==> src/hw/rtl/wto_pkg.sv <==
package wto_pkg;

    // Fixed geometry of the oscillator.
    localparam int TABLE_SIZE  = 256;
    localparam int PHASE_BITS  = 32;
    localparam int SAMPLE_BITS = 16;
    localparam int IDX_BITS    = $clog2(TABLE_SIZE);
    localparam int FRAC_BITS   = 16;
    localparam int AMP_BITS    = 16;
    localparam int STEP_BITS   = 32;

    // Shared multiplier: one spare bit so the unsigned fraction fits as signed.
    localparam int MUL_BITS  = 17;
    localparam int PROD_BITS = 2 * MUL_BITS;

    // Decoupling queue between the front and the back.
    localparam int Q_DEPTH    = 2;
    localparam int Q_PTR_BITS = $clog2(Q_DEPTH);

    // Saturation bounds of the scaled sample.
    localparam logic signed [PROD_BITS-15-1:0] SAT_HI =
        (PROD_BITS-15)'((1 <<< (SAMPLE_BITS - 1)) - 1);
    localparam logic signed [PROD_BITS-15-1:0] SAT_LO = -SAT_HI - 1;

    // Square wave levels.
    localparam logic signed [15:0] SQ_LOW  = 16'sh8000;
    localparam logic signed [15:0] SQ_HIGH = 16'sh7fff;

    typedef enum logic [1:0] {
        SHAPE_SINE   = 2'd0,
        SHAPE_SQUARE = 2'd1,
        SHAPE_SAW    = 2'd2,
        SHAPE_TRI    = 2'd3
    } t_shape;

    typedef enum logic [1:0] {
        ST_IDLE,
        ST_MUL1,
        ST_WAVE,
        ST_MUL2
    } t_state;

    // One queued item, already split into table index and fraction.
    typedef struct packed {
        logic [IDX_BITS-1:0]        idx;
        logic [FRAC_BITS-1:0]       frac;
        logic                       half;
        logic signed [AMP_BITS-1:0] amp;
        logic                       blk;
    } t_entry;

    // Quarter of a sine period, Q1.15.
    localparam logic signed [15:0] QUARTER_WAVE [0:64] = '{
            0,   804,  1608,  2410,  3212,  4011,  4808,  5602,
         6393,  7179,  7962,  8739,  9512, 10278, 11039, 11793,
        12539, 13279, 14010, 14732, 15446, 16151, 16846, 17530,
        18204, 18868, 19519, 20159, 20787, 21403, 22005, 22594,
        23170, 23731, 24279, 24811, 25329, 25832, 26319, 26790,
        27245, 27683, 28105, 28510, 28898, 29268, 29621, 29956,
        30273, 30571, 30852, 31113, 31356, 31580, 31785, 31971,
        32137, 32285, 32412, 32521, 32609, 32678, 32728, 32757,
        32767
    };

    // Full sine table entry built from the quarter wave by symmetry.
    function automatic logic signed [15:0] rom_entry(input logic [IDX_BITS-1:0] i);
        logic [8:0] p;
        logic [8:0] q;
        p = {1'b0, i};
        if (p <= 9'd64) begin
            q = p;
            return QUARTER_WAVE[q[6:0]];
        end else if (p < 9'd128) begin
            q = 9'd128 - p;
            return QUARTER_WAVE[q[6:0]];
        end else if (p <= 9'd192) begin
            q = p - 9'd128;
            return -QUARTER_WAVE[q[6:0]];
        end else begin
            q = 9'd256 - p;
            return -QUARTER_WAVE[q[6:0]];
        end
    endfunction

endpackage

==> src/hw/rtl/wto_front.sv <==
module wto_front (
    input  logic                           i_clk,
    input  logic                           i_rst_n,
    input  logic                           i_in_valid,
    input  logic [wto_pkg::STEP_BITS-1:0]  i_phase_step,
    input  logic signed [wto_pkg::AMP_BITS-1:0] i_amplitude,
    input  logic                           i_block_end,
    input  logic                           i_q_full,
    output logic                           o_in_stall,
    output logic                           o_push,
    output wto_pkg::t_entry                o_entry
);
    import wto_pkg::*;

    logic [PHASE_BITS-1:0] r_phase;
    logic [PHASE_BITS-1:0] n_phase;

    // Items are taken whenever the queue has room.
    assign o_in_stall = i_q_full;
    assign o_push     = i_in_valid && !i_q_full;

    // Split the phase held before the step into index, fraction and half flag.
    always_comb begin
        o_entry.idx  = r_phase[PHASE_BITS-1 -: IDX_BITS];
        o_entry.frac = r_phase[PHASE_BITS-IDX_BITS-1 -: FRAC_BITS];
        o_entry.half = r_phase[PHASE_BITS-1];
        o_entry.amp  = i_amplitude;
        o_entry.blk  = i_block_end;
    end

    // The accumulator wraps modulo the phase width.
    assign n_phase = r_phase + PHASE_BITS'(i_phase_step);

    always_ff @(posedge i_clk) begin
        if (!i_rst_n) begin
            r_phase <= '0;
        end else if (o_push) begin
            r_phase <= n_phase;
        end
    end

endmodule

==> src/hw/rtl/wto_queue.sv <==
module wto_queue (
    input  logic            i_clk,
    input  logic            i_rst_n,
    input  logic            i_push,
    input  wto_pkg::t_entry i_entry,
    input  logic            i_pop,
    output logic            o_full,
    output logic            o_valid,
    output wto_pkg::t_entry o_entry
);
    import wto_pkg::*;

    t_entry                r_mem [Q_DEPTH];
    logic [Q_PTR_BITS-1:0] r_wptr;
    logic [Q_PTR_BITS-1:0] r_rptr;
    logic [Q_PTR_BITS:0]   r_count;

    assign o_full  = (r_count == (Q_PTR_BITS+1)'(Q_DEPTH));
    assign o_valid = (r_count != '0);
    assign o_entry = r_mem[r_rptr];

    // Pointer and fill bookkeeping.
    always_ff @(posedge i_clk) begin
        if (!i_rst_n) begin
            r_wptr  <= '0;
            r_rptr  <= '0;
            r_count <= '0;
        end else begin
            if (i_push) begin
                r_wptr <= r_wptr + 1'b1;
            end
            if (i_pop) begin
                r_rptr <= r_rptr + 1'b1;
            end
            if (i_push && !i_pop) begin
                r_count <= r_count + 1'b1;
            end else if (!i_push && i_pop) begin
                r_count <= r_count - 1'b1;
            end
        end
    end

    // Entry storage.
    always_ff @(posedge i_clk) begin
        if (i_push) begin
            r_mem[r_wptr] <= i_entry;
        end
    end

endmodule

==> src/hw/rtl/wto_back.sv <==
module wto_back (
    input  logic                     i_clk,
    input  logic                     i_rst_n,
    input  wto_pkg::t_shape          i_shape,
    input  logic                     i_q_valid,
    input  wto_pkg::t_entry          i_q_entry,
    output logic                     o_pop,
    output logic                     o_out_valid,
    input  logic                     i_out_stall,
    output logic signed [15:0]       o_sample,
    output logic                     o_block_end_out
);
    import wto_pkg::*;

    t_state r_state;
    t_state n_state;

    logic signed [15:0]           r_a;
    logic signed [16:0]           r_d;
    logic [FRAC_BITS-1:0]         r_frac;
    logic                         r_half;
    logic signed [AMP_BITS-1:0]   r_amp;
    logic                         r_blk;
    logic signed [PROD_BITS-1:0]  r_p;
    logic signed [15:0]           r_w;
    logic                         r_out_valid;
    logic signed [15:0]           r_sample;
    logic                         r_blk_out;

    logic                         ld_entry;
    logic                         ld_p;
    logic                         ld_w;
    logic                         ld_out;
    logic                         out_free;

    logic [IDX_BITS-1:0]          idx_next;
    logic signed [15:0]           rom_a;
    logic signed [15:0]           rom_b;
    logic signed [16:0]           rom_d;
    logic signed [MUL_BITS-1:0]   mul_a;
    logic signed [MUL_BITS-1:0]   mul_b;
    logic signed [PROD_BITS-1:0]  mul_p;
    logic signed [17:0]           sine_w;
    logic signed [15:0]           wave_w;
    logic signed [PROD_BITS-16:0] scaled;
    logic signed [15:0]           sat_sample;

    assign out_free = !r_out_valid || !i_out_stall;

    // Next state: pop, interpolate, pick the waveform, scale.
    always_comb begin
        n_state = r_state;
        case (r_state)
            ST_IDLE: if (i_q_valid) n_state = ST_MUL1;
            ST_MUL1: n_state = ST_WAVE;
            ST_WAVE: n_state = ST_MUL2;
            ST_MUL2: if (out_free) n_state = ST_IDLE;
            default: n_state = ST_IDLE;
        endcase
    end

    // Per-state load enables.
    always_comb begin
        ld_entry = 1'b0;
        ld_p     = 1'b0;
        ld_w     = 1'b0;
        ld_out   = 1'b0;
        case (r_state)
            ST_IDLE: ld_entry = i_q_valid;
            ST_MUL1: ld_p     = 1'b1;
            ST_WAVE: ld_w     = 1'b1;
            ST_MUL2: ld_out   = out_free;
            default: ld_entry = 1'b0;
        endcase
    end

    assign o_pop = ld_entry;

    // Table lookup of the entry and its neighbor; the index wraps at the end.
    assign idx_next = i_q_entry.idx + 1'b1;
    assign rom_a    = rom_entry(i_q_entry.idx);
    assign rom_b    = rom_entry(idx_next);
    assign rom_d    = {rom_b[15], rom_b} - {rom_a[15], rom_a};

    // One multiplier serves the interpolation and the amplitude scaling.
    always_comb begin
        if (r_state == ST_MUL1) begin
            mul_a = r_d;
            mul_b = {1'b0, r_frac};
        end else begin
            mul_a = {r_w[15], r_w};
            mul_b = {r_amp[AMP_BITS-1], r_amp};
        end
    end
    assign mul_p = mul_a * mul_b;

    // Interpolated sine: a plus the floored slope term.
    assign sine_w = {{2{r_a[15]}}, r_a} + r_p[PROD_BITS-1:FRAC_BITS];

    always_comb begin
        case (i_shape)
            SHAPE_SINE:   wave_w = sine_w[15:0];
            SHAPE_SQUARE: wave_w = r_half ? SQ_HIGH : SQ_LOW;
            default:      wave_w = '0;
        endcase
    end

    // Floor shift by 15 and saturate to the sample range.
    assign scaled = mul_p[PROD_BITS-1:15];
    always_comb begin
        if (scaled > SAT_HI) begin
            sat_sample = SAT_HI[15:0];
        end else if (scaled < SAT_LO) begin
            sat_sample = SAT_LO[15:0];
        end else begin
            sat_sample = scaled[15:0];
        end
    end

    // Control registers.
    always_ff @(posedge i_clk) begin
        if (!i_rst_n) begin
            r_state     <= ST_IDLE;
            r_out_valid <= 1'b0;
        end else begin
            r_state <= n_state;
            if (ld_out) begin
                r_out_valid <= 1'b1;
            end else if (!i_out_stall) begin
                r_out_valid <= 1'b0;
            end
        end
    end

    // Datapath registers.
    always_ff @(posedge i_clk) begin
        if (ld_entry) begin
            r_a    <= rom_a;
            r_d    <= rom_d;
            r_frac <= i_q_entry.frac;
            r_half <= i_q_entry.half;
            r_amp  <= i_q_entry.amp;
            r_blk  <= i_q_entry.blk;
        end
        if (ld_p) begin
            r_p <= mul_p;
        end
        if (ld_w) begin
            r_w <= wave_w;
        end
        if (ld_out) begin
            r_sample  <= sat_sample;
            r_blk_out <= r_blk;
        end
    end

    assign o_out_valid     = r_out_valid;
    assign o_sample        = r_sample;
    assign o_block_end_out = r_blk_out;

endmodule

==> src/hw/rtl/wavetable_oscillator.sv <==
// Channel  | Direction | Handshake                | Payload
// in       | input     | i_in_valid / o_in_stall  | i_phase_step, i_amplitude, i_block_end
// out      | output    | o_out_valid / i_out_stall| o_sample, o_block_end_out
// cfg      | input     | i_cfg_valid / o_cfg_ready| i_cfg_data (wave shape)
//
// The back end takes each item through pop with table lookup, interpolation
// multiply, waveform select and amplitude multiply; one 17x17 multiplier is used twice.
// A two-entry queue sits between the phase accumulator and the back end.
// Reset is synchronous and clears the phase, the wave shape, the queue and the FSM.
// The input stalls only while the queue is full; the back end holds its last step
// while the output register is full and stalled.
module wavetable_oscillator (
    input  logic                           i_clk,
    input  logic                           i_rst_n,
    input  logic                           i_in_valid,
    output logic                           o_in_stall,
    input  logic [wto_pkg::STEP_BITS-1:0]  i_phase_step,
    input  logic signed [wto_pkg::AMP_BITS-1:0] i_amplitude,
    input  logic                           i_block_end,
    output logic                           o_out_valid,
    input  logic                           i_out_stall,
    output logic signed [15:0]             o_sample,
    output logic                           o_block_end_out,
    input  logic                           i_cfg_valid,
    output logic                           o_cfg_ready,
    input  logic [1:0]                     i_cfg_data
);
    import wto_pkg::*;

    t_shape r_shape;
    logic   q_full;
    logic   q_valid;
    logic   push;
    logic   pop;
    t_entry push_entry;
    t_entry head_entry;

    // Wave shape register.
    assign o_cfg_ready = 1'b1;
    always_ff @(posedge i_clk) begin
        if (!i_rst_n) begin
            r_shape <= SHAPE_SINE;
        end else if (i_cfg_valid && o_cfg_ready) begin
            r_shape <= t_shape'(i_cfg_data);
        end
    end

    wto_front u_front (
        .i_clk        (i_clk),
        .i_rst_n      (i_rst_n),
        .i_in_valid   (i_in_valid),
        .i_phase_step (i_phase_step),
        .i_amplitude  (i_amplitude),
        .i_block_end  (i_block_end),
        .i_q_full     (q_full),
        .o_in_stall   (o_in_stall),
        .o_push       (push),
        .o_entry      (push_entry)
    );

    wto_queue u_queue (
        .i_clk   (i_clk),
        .i_rst_n (i_rst_n),
        .i_push  (push),
        .i_entry (push_entry),
        .i_pop   (pop),
        .o_full  (q_full),
        .o_valid (q_valid),
        .o_entry (head_entry)
    );

    wto_back u_back (
        .i_clk           (i_clk),
        .i_rst_n         (i_rst_n),
        .i_shape         (r_shape),
        .i_q_valid       (q_valid),
        .i_q_entry       (head_entry),
        .o_pop           (pop),
        .o_out_valid     (o_out_valid),
        .i_out_stall     (i_out_stall),
        .o_sample        (o_sample),
        .o_block_end_out (o_block_end_out)
    );

    // The back end only pops an entry that is there.
    a_pop_has_entry: assert property (@(posedge i_clk) disable iff (!i_rst_n)
        pop |-> q_valid)
        else $error("pop from empty queue");

    // Back end is busy after each pop and cannot pop back to back.
    a_pop_spacing: assert property (@(posedge i_clk) disable iff (!i_rst_n)
        pop |=> !pop)
        else $error("back-to-back pops");

    // A full queue never takes another item.
    a_no_push_full: assert property (@(posedge i_clk) disable iff (!i_rst_n)
        q_full |-> !push)
        else $error("push into full queue");

    // Reset leaves no result pending.
    a_reset_out: assert property (@(posedge i_clk)
        !i_rst_n |=> !o_out_valid)
        else $error("output valid after reset");

endmodule

==> config.mk <==
export PLATFORM = sky130hd
export DESIGN_NAME = wavetable_oscillator
export DESIGN_NICKNAME = d
export VERILOG_FILES = /design/src/hw/rtl/wto_pkg.sv /design/src/hw/rtl/wto_front.sv /design/src/hw/rtl/wto_queue.sv /design/src/hw/rtl/wto_back.sv /design/src/hw/rtl/wavetable_oscillator.sv
export SDC_FILE = /design/constraint.sdc
export NUM_CORES = 1
export LEC_CHECK = 0
export ABC_AREA = 1
export CORE_MARGIN = 2
export CORE_UTILIZATION = 59
export CTS_BUF_LIST = sky130_fd_sc_hd__clkbuf_2 sky130_fd_sc_hd__clkbuf_4 sky130_fd_sc_hd__clkbuf_8
export DETAILED_ROUTE_END_ITERATION = 6
export DONT_BUFFER_PORTS = 1
export HOLD_SLACK_MARGIN = 0.06
export PLACE_DENSITY_LB_ADDON = 0.25
export RECOVER_POWER = 25
export SLEW_MARGIN = 10
export SYNTH_ARGS = -nofsm -noshare
export SYNTH_HDL_FRONTEND = slang
export SYNTH_SLANG_ARGS = --single-unit
==> constraint.sdc <==
create_clock -name i_clk -period 7.65 [get_ports i_clk]
set_input_delay 1.1475 -clock i_clk [delete_from_list [all_inputs] [get_ports i_clk]]
set_output_delay 1.1475 -clock i_clk [all_outputs]
set_load 0.005 [all_outputs]
==> impl_metrics.toml, run 1 <==
[global_routing]
antenna_violations_before_repair = 0
pin_count_of_the_biggest_net_entering_global_routing = 71
grt_overflow_total = 0
first_global_vias = 26600
grt_pass1_wl_um = 145000
grt.total_usage_pct = 34.8

[logic_synthesis]
yosys.area.top_type = "sky130_fd_sc_hd__fa_1"
synthMuxAreaShare_pct = 0.0662
yosysWarnings = 0
synth.cell_area_mm2 = 0.0303
number_of_flops_mapped_to_enable_cells_by_yosys = 198
postSynthRegisterBits = 240
synth.yosys.seq_area_share_pct = 22.4
synth-compound-area-share_pct = 10.2
syn-mean-instance-area_um2 = 7.37
async_reset_ff_share_pct = 0
synth_nets = 4644
yosysTopAreaCellShare_pct = 19.7
most_area_consuming_cells_after_synthesis = "sky130_fd_sc_hd__fa_1, sky130_fd_sc_hd__edfxtp_1, sky130_fd_sc_hd__nand2_1"
synth_simple_gate_area_share_pct = 26.8
synthDistinctLibCells = 61
synthAdderAreaFrac_pct = 27.3
ys_top_cells_by_count = "sky130_fd_sc_hd__nand2_1, sky130_fd_sc_hd__inv_1, sky130_fd_sc_hd__nor2_1"
synthMostInstantiatedCell = "sky130_fd_sc_hd__nand2_1"
netlist_instances = 4107
synth_xor_xnor_area_share_pct = 2.45
combinational_family_with_the_most_area_after_synthesis = "adder cells"
synthFlopType = "sky130_fd_sc_hd__edfxtp_1"

[die]
dieArea_mm2 = 0.0531
ioPinCount = 76
placeableCoreArea_mm2 = 0.0504
floorplan.initialDensity_pct = 60.1
die-width_um = 230
die_height_um = 230
core.rowCount = 82

[setup_path]
arrival_ps = 7570
category_of_the_worst_setup_path_launch_point = "flop"
timing.critical_path.slowest_cell_delay_ps = 690
worst-setup-path-type = "flop to flop"
timing.critical_path.mode_cell = "sky130_fd_sc_hd__inv_1"
critPathSlowestCell = "sky130_fd_sc_hd__fa_2"
worst-r2r-setup-slack_ps = 400
cp_data_required_time_ps = 7970
cp_max_fo = 28
crit_path_end_kind = "flop"

[routing]
drc = 0
finalWirelength_um = 92800
antenna_violating_nets_post_route = 0
viasPerCell = 5.73
first_iter_violations = 2804
detailedRoute.firstPassIterationCount = 6
detailroute.via_count = 27600
avgRoutedWirePerCell_um = 19.3

[clocking]
clkTransAtPathRegs_ps = 60
cts-root-to-sink-buffers = 3
tritoncts = "done"
clock_tree.htree_level_count = 2
cts_buffers = 41
clk-insertion-delay-late_ps = 580
cts.sinks = 240
cts_root_buf = "sky130_fd_sc_hd__clkbuf_8"

[job]
maxCapViolCount = 0

[cells_and_area]
synthToLayoutAreaGrowth_pct = 6.01
nets = 4645
n_fill_cell = 4560
insertedDiodeCount = 0
post_route_cells_drive_above_1_share_pct = 7.00

[placed_design]
placement.io_buffers = 0
post_dp_hpwl_um = 73200
gp_routability_congestion = 1.06

[sta]
hold_slack_ps = 426
final_min_period_over_clock_period_pct = 94.8
timing.final.max_slew_violations = 0
clock.fmax_mhz = 138
setup_violations = 0
timing_worst_slew_pin_value_ps = 1250
final_hold_vios = 0
min_period_ps = 7250
final.setup_skew_ps = 25.1
max-slew-margin-rel_pct = 16.5

[outcome]
outcome = "finished, final reports clean"

[min_path]
min_path_type = "flop to flop"
[worst paths after layout]
check	start	endpoint	depth (start not counted)
worst min-delay path	u_back.r_blk	u_back.o_block_end_out	0
worst max-delay path	u_back.r_state[1]	u_back.o_sample[5]	28
worst max register to register	u_back.r_state[1]	u_back.o_sample[5]	28
worst min register to register	u_back.r_blk	u_back.o_block_end_out	0
[flip-flops by register name, summed over array words and instances (netlist names), 2 cells and up, named ones only]
name / count
u_front.r_phase: 32
u_back.r_w: 16
u_back.r_d: 17
u_queue.r_count: 2
u_back.r_a: 16
u_back.r_state: 2
u_queue.r_mem: 82
r_shape: 2
u_back.r_amp: 16
u_back.r_p: 16
u_back.r_frac: 16
u_back.o_sample: 16
[kinds of logic after synthesis]
logic type               after synthesis
adder cells (fa/ha/maj)              481
flip-flops                           240
AND/OR/NAND/NOR                     1930
buffers and inverters                818
other                                  1
XOR/XNOR                              83
AO/OA/AOI/OAI                        552
multiplexers                           2
[worst max-delay path, delay by kind of cell, from the launching register on]
kind,cells,cell delay (ps)
adder cells (fa/ha/maj),8,4000
buffers and inverters,10,1240
AND/OR/NAND/NOR,8,1090
AO/OA/AOI/OAI,2,350
flip-flops,1,320
[cell type report]
type	instances	area (um2)	share of cell area, %
sequential	240	6790	21.2
tap	672	841	2.62
inverter	680	2570	8.02
timing repair buffer	96	732	2.28
multi-input combinational	3049	20300	63.3
clock buffer	52	653	2.04
clock inverter	24	180	0.562
[what timing repair did]
item | 4_1_cts | 5_1_grt
gates resized for setup | 0 | 40
setup buffers | 0 | 8
setup endpoints to repair | 0 | 16
hold buffers | 0 | 0
[layout by cell type (no fill, tap or decap), drive strengths merged, types with 7 or more instances in the layout]
| cell type | n |
|---|---|
| a21oi | 178 |
| nand2 | 1125 |
| clkinv | 21 |
| nand3 | 280 |
| o31ai | 8 |
| nor2 | 447 |
| fa | 298 |
| or2 | 9 |
| o21a | 13 |
| nand3b | 10 |
| nor3 | 24 |
| o21ai | 254 |
| a21boi | 7 |
| o221ai | 8 |
| xnor2 | 30 |
| edfxtp | 198 |
| o2111ai | 8 |
| dfxtp | 42 |
| buf | 95 |
| xor2 | 53 |
| inv | 675 |
| o211ai | 33 |
| o21bai | 7 |
| nand4 | 29 |
| clkbuf | 53 |
| a31oi | 9 |
| ha | 183 |
[layer usage]
metal  vias up  GRT usage (%)  wire, um
li1      13000              -         -
met1     12900           46.1     37800
met2      1372           56.7     42800
met3       244           5.08      7760
met4         0           15.7      4400
met5         -              0         0
[through the flow]
step	instance area [um2]	cells	setup WS, ps	utilization (%)	setup TNS, ps
floorplan	30300	4107	140	-	0
global placement	31100	4729	180	61.7	0
detailed placement	31100	4729	41.2	61.7	0
CTS	31900	4805	0.894	63.4	0
global route	32100	4813	-13.2	63.7	-22.1
finish	32100	4813	400	63.7	0
Power of run 1 is left out: the tool's default activity adds up to more than one toggle a clock period on the data nets, which glitch-free logic cannot reach.
==> inputs of run 2 (changes only) <==
==> constraint.sdc (replaced) <==
create_clock -name i_clk -period 7.65 [get_ports i_clk]
set_input_delay 0.765 -clock i_clk [delete_from_list [all_inputs] [get_ports i_clk]]
set_output_delay 0.765 -clock i_clk [all_outputs]
set_load 0.005 [all_outputs]
==> run 2 against run 1 <==
- via count hardly changed
- sequential share of layout area about the same
- first-iteration DRC count down 0.32%
- critical endpoint is now u_back.o_sample[7]
- largest cell class unchanged
==> impl_metrics.toml, run 2 (synthesis results as in run 1) <==
[clocking]
clk-insertion-delay-late_ps = 580
cts.sinks = 240
tritoncts = "done"
cts_buffers = 41
cts_root_buf = "sky130_fd_sc_hd__clkbuf_8"
clkTransAtPathRegs_ps = 60
clock_tree.htree_level_count = 2
cts-root-to-sink-buffers = 3

[die]
core.rowCount = 82
floorplan.initialDensity_pct = 60.1
dieArea_mm2 = 0.0531
placeableCoreArea_mm2 = 0.0504
die_height_um = 230
die-width_um = 230
ioPinCount = 76

[cells_and_area]
largestRegisters = "u_queue.r_mem: 82 flops, u_front.r_phase: 32 flops, u_back.r_d: 17 flops"
synthToLayoutAreaGrowth_pct = 5.95
insertedDiodeCount = 0
post_route_cells_drive_above_1_share_pct = 6.93
mostFrequentLayoutCells = "sky130_fd_sc_hd__nand2_1, sky130_fd_sc_hd__inv_1, sky130_fd_sc_hd__nor2_1"
largest_register_ff_count = 82
final_cells = 4813
nets = 4645
register_containing_the_most_flip_flops_in_the_final_layout = "u_queue.r_mem"
final_common_cell = "sky130_fd_sc_hd__nand2_1"

[routing]
avgRoutedWirePerCell_um = 19.3
detailroute.via_count = 27600
viasPerCell = 5.73
detailedRoute.firstPassIterationCount = 6
antenna_violating_nets_post_route = 0
finalWirelength_um = 92800
first_iter_violations = 2795
drc = 0

[sta]
setup_tns_ps = 0
clock.fmax_mhz = 138
timing_worst_slew_pin_value_ps = 1250
max-slew-margin-rel_pct = 16.5
final_hold_vios = 0
min_period_ps = 7250
setup_violations = 0
final.setup_skew_ps = 24.1
timing.final.max_slew_violations = 0
final_min_period_over_clock_period_pct = 94.8

[global_routing]
pin_count_of_the_biggest_net_entering_global_routing = 71
grt.total_usage_pct = 34.8
grt_overflow_total = 0
antenna_violations_before_repair = 0
first_global_vias = 26600
grt_pass1_wl_um = 145000

[placed_design]
dp.cells = 4729
gp_routability_congestion = 1.06
post_dp_hpwl_um = 73200
placement.io_buffers = 0

[job]
maxCapViolCount = 0

[setup_path]
cp_data_required_time_ps = 7970
cp_max_fo = 15
worst_r2r_startpoint = "u_back.r_state[1]"
timing.critical_path.mode_cell = "sky130_fd_sc_hd__inv_1"
category_of_the_worst_setup_path_launch_point = "flop"
arrival_ps = 7570
critical_path.startpoint = "u_back.r_state[1]"
worst-setup-path-type = "flop to flop"
timing.critical_path.slowest_cell_delay_ps = 550
critPathSlowestCell = "sky130_fd_sc_hd__fa_1"
crit_path_end_kind = "flop"

[min_path]
worstHoldStart = "i_amplitude[1]"
min_path_type = "input port to flop"

[outcome]
outcome = "finished, final reports clean"
==> run 2: cell count changes in the layout (fill, tap and decap cells not counted), sizes merged <==
cell    delta
buf        -1
clkbuf     +1
==> run 2: worst paths after layout <==
kind                                               end  slack [ps]  cells after the start
worst max-delay path                u_back.o_sample[7]         400                     33
worst max register to register      u_back.o_sample[7]         400                     33
worst min-delay path               u_queue.r_mem[0][2]         280                      0
worst min register to register  u_back.o_block_end_out         430                      0
==> run 2: area by class of cell <==
| type | count | area, um2 |
|---|---|---|
| Clock buffer | 52 | 653 |
| Clock inverter | 24 | 180 |
| Fill cell | 4565 | 18300 |
| Inverter | 680 | 2570 |
| Multi-Input combinational cell | 3049 | 20300 |
| Sequential cell | 240 | 6790 |
| Tap cell | 672 | 841 |
| Timing Repair Buffer | 96 | 728 |
==> run 2: per-layer routing <==
layer | wire length (um) | vias to the layer above | global-route usage (%)
li1 | - | 13000 | -
met1 | 37900 | 12900 | 46.1
met2 | 42800 | 1390 | 56.7
met3 | 7780 | 243 | 5.08
met4 | 4390 | 0 | 15.7
met5 | 0 | - | 0
==> run 2: critical path: cells and delay by family, from the launching register on <==
family          cells  cell delay, ps
simple gates       11            1430
flops               1             320
buf+inv            10            1090
xor+xnor            1             100
compound gates      3             490
fa+ha+maj           8            3560
==> run 2: metrics by stage <==
step	util [%]	setup slack [ps]	instance area (um2)	hold slack (ps)
after global placement	61.7	180	31100	422
after global routing	63.6	-13.2	32100	247
final	63.6	398	32100	282
after detailed placement	61.7	41.2	31100	417
after CTS	63.4	0.894	31900	241
after floorplan	-	140	30300	400
==> run 2: repair_timing <==
item,CTS,global route
buffers inserted,0,8
resized for setup,0,40
setup endpoints to repair,0,16
hold buffers,0,0
Power of run 2 is left out for the same reason.
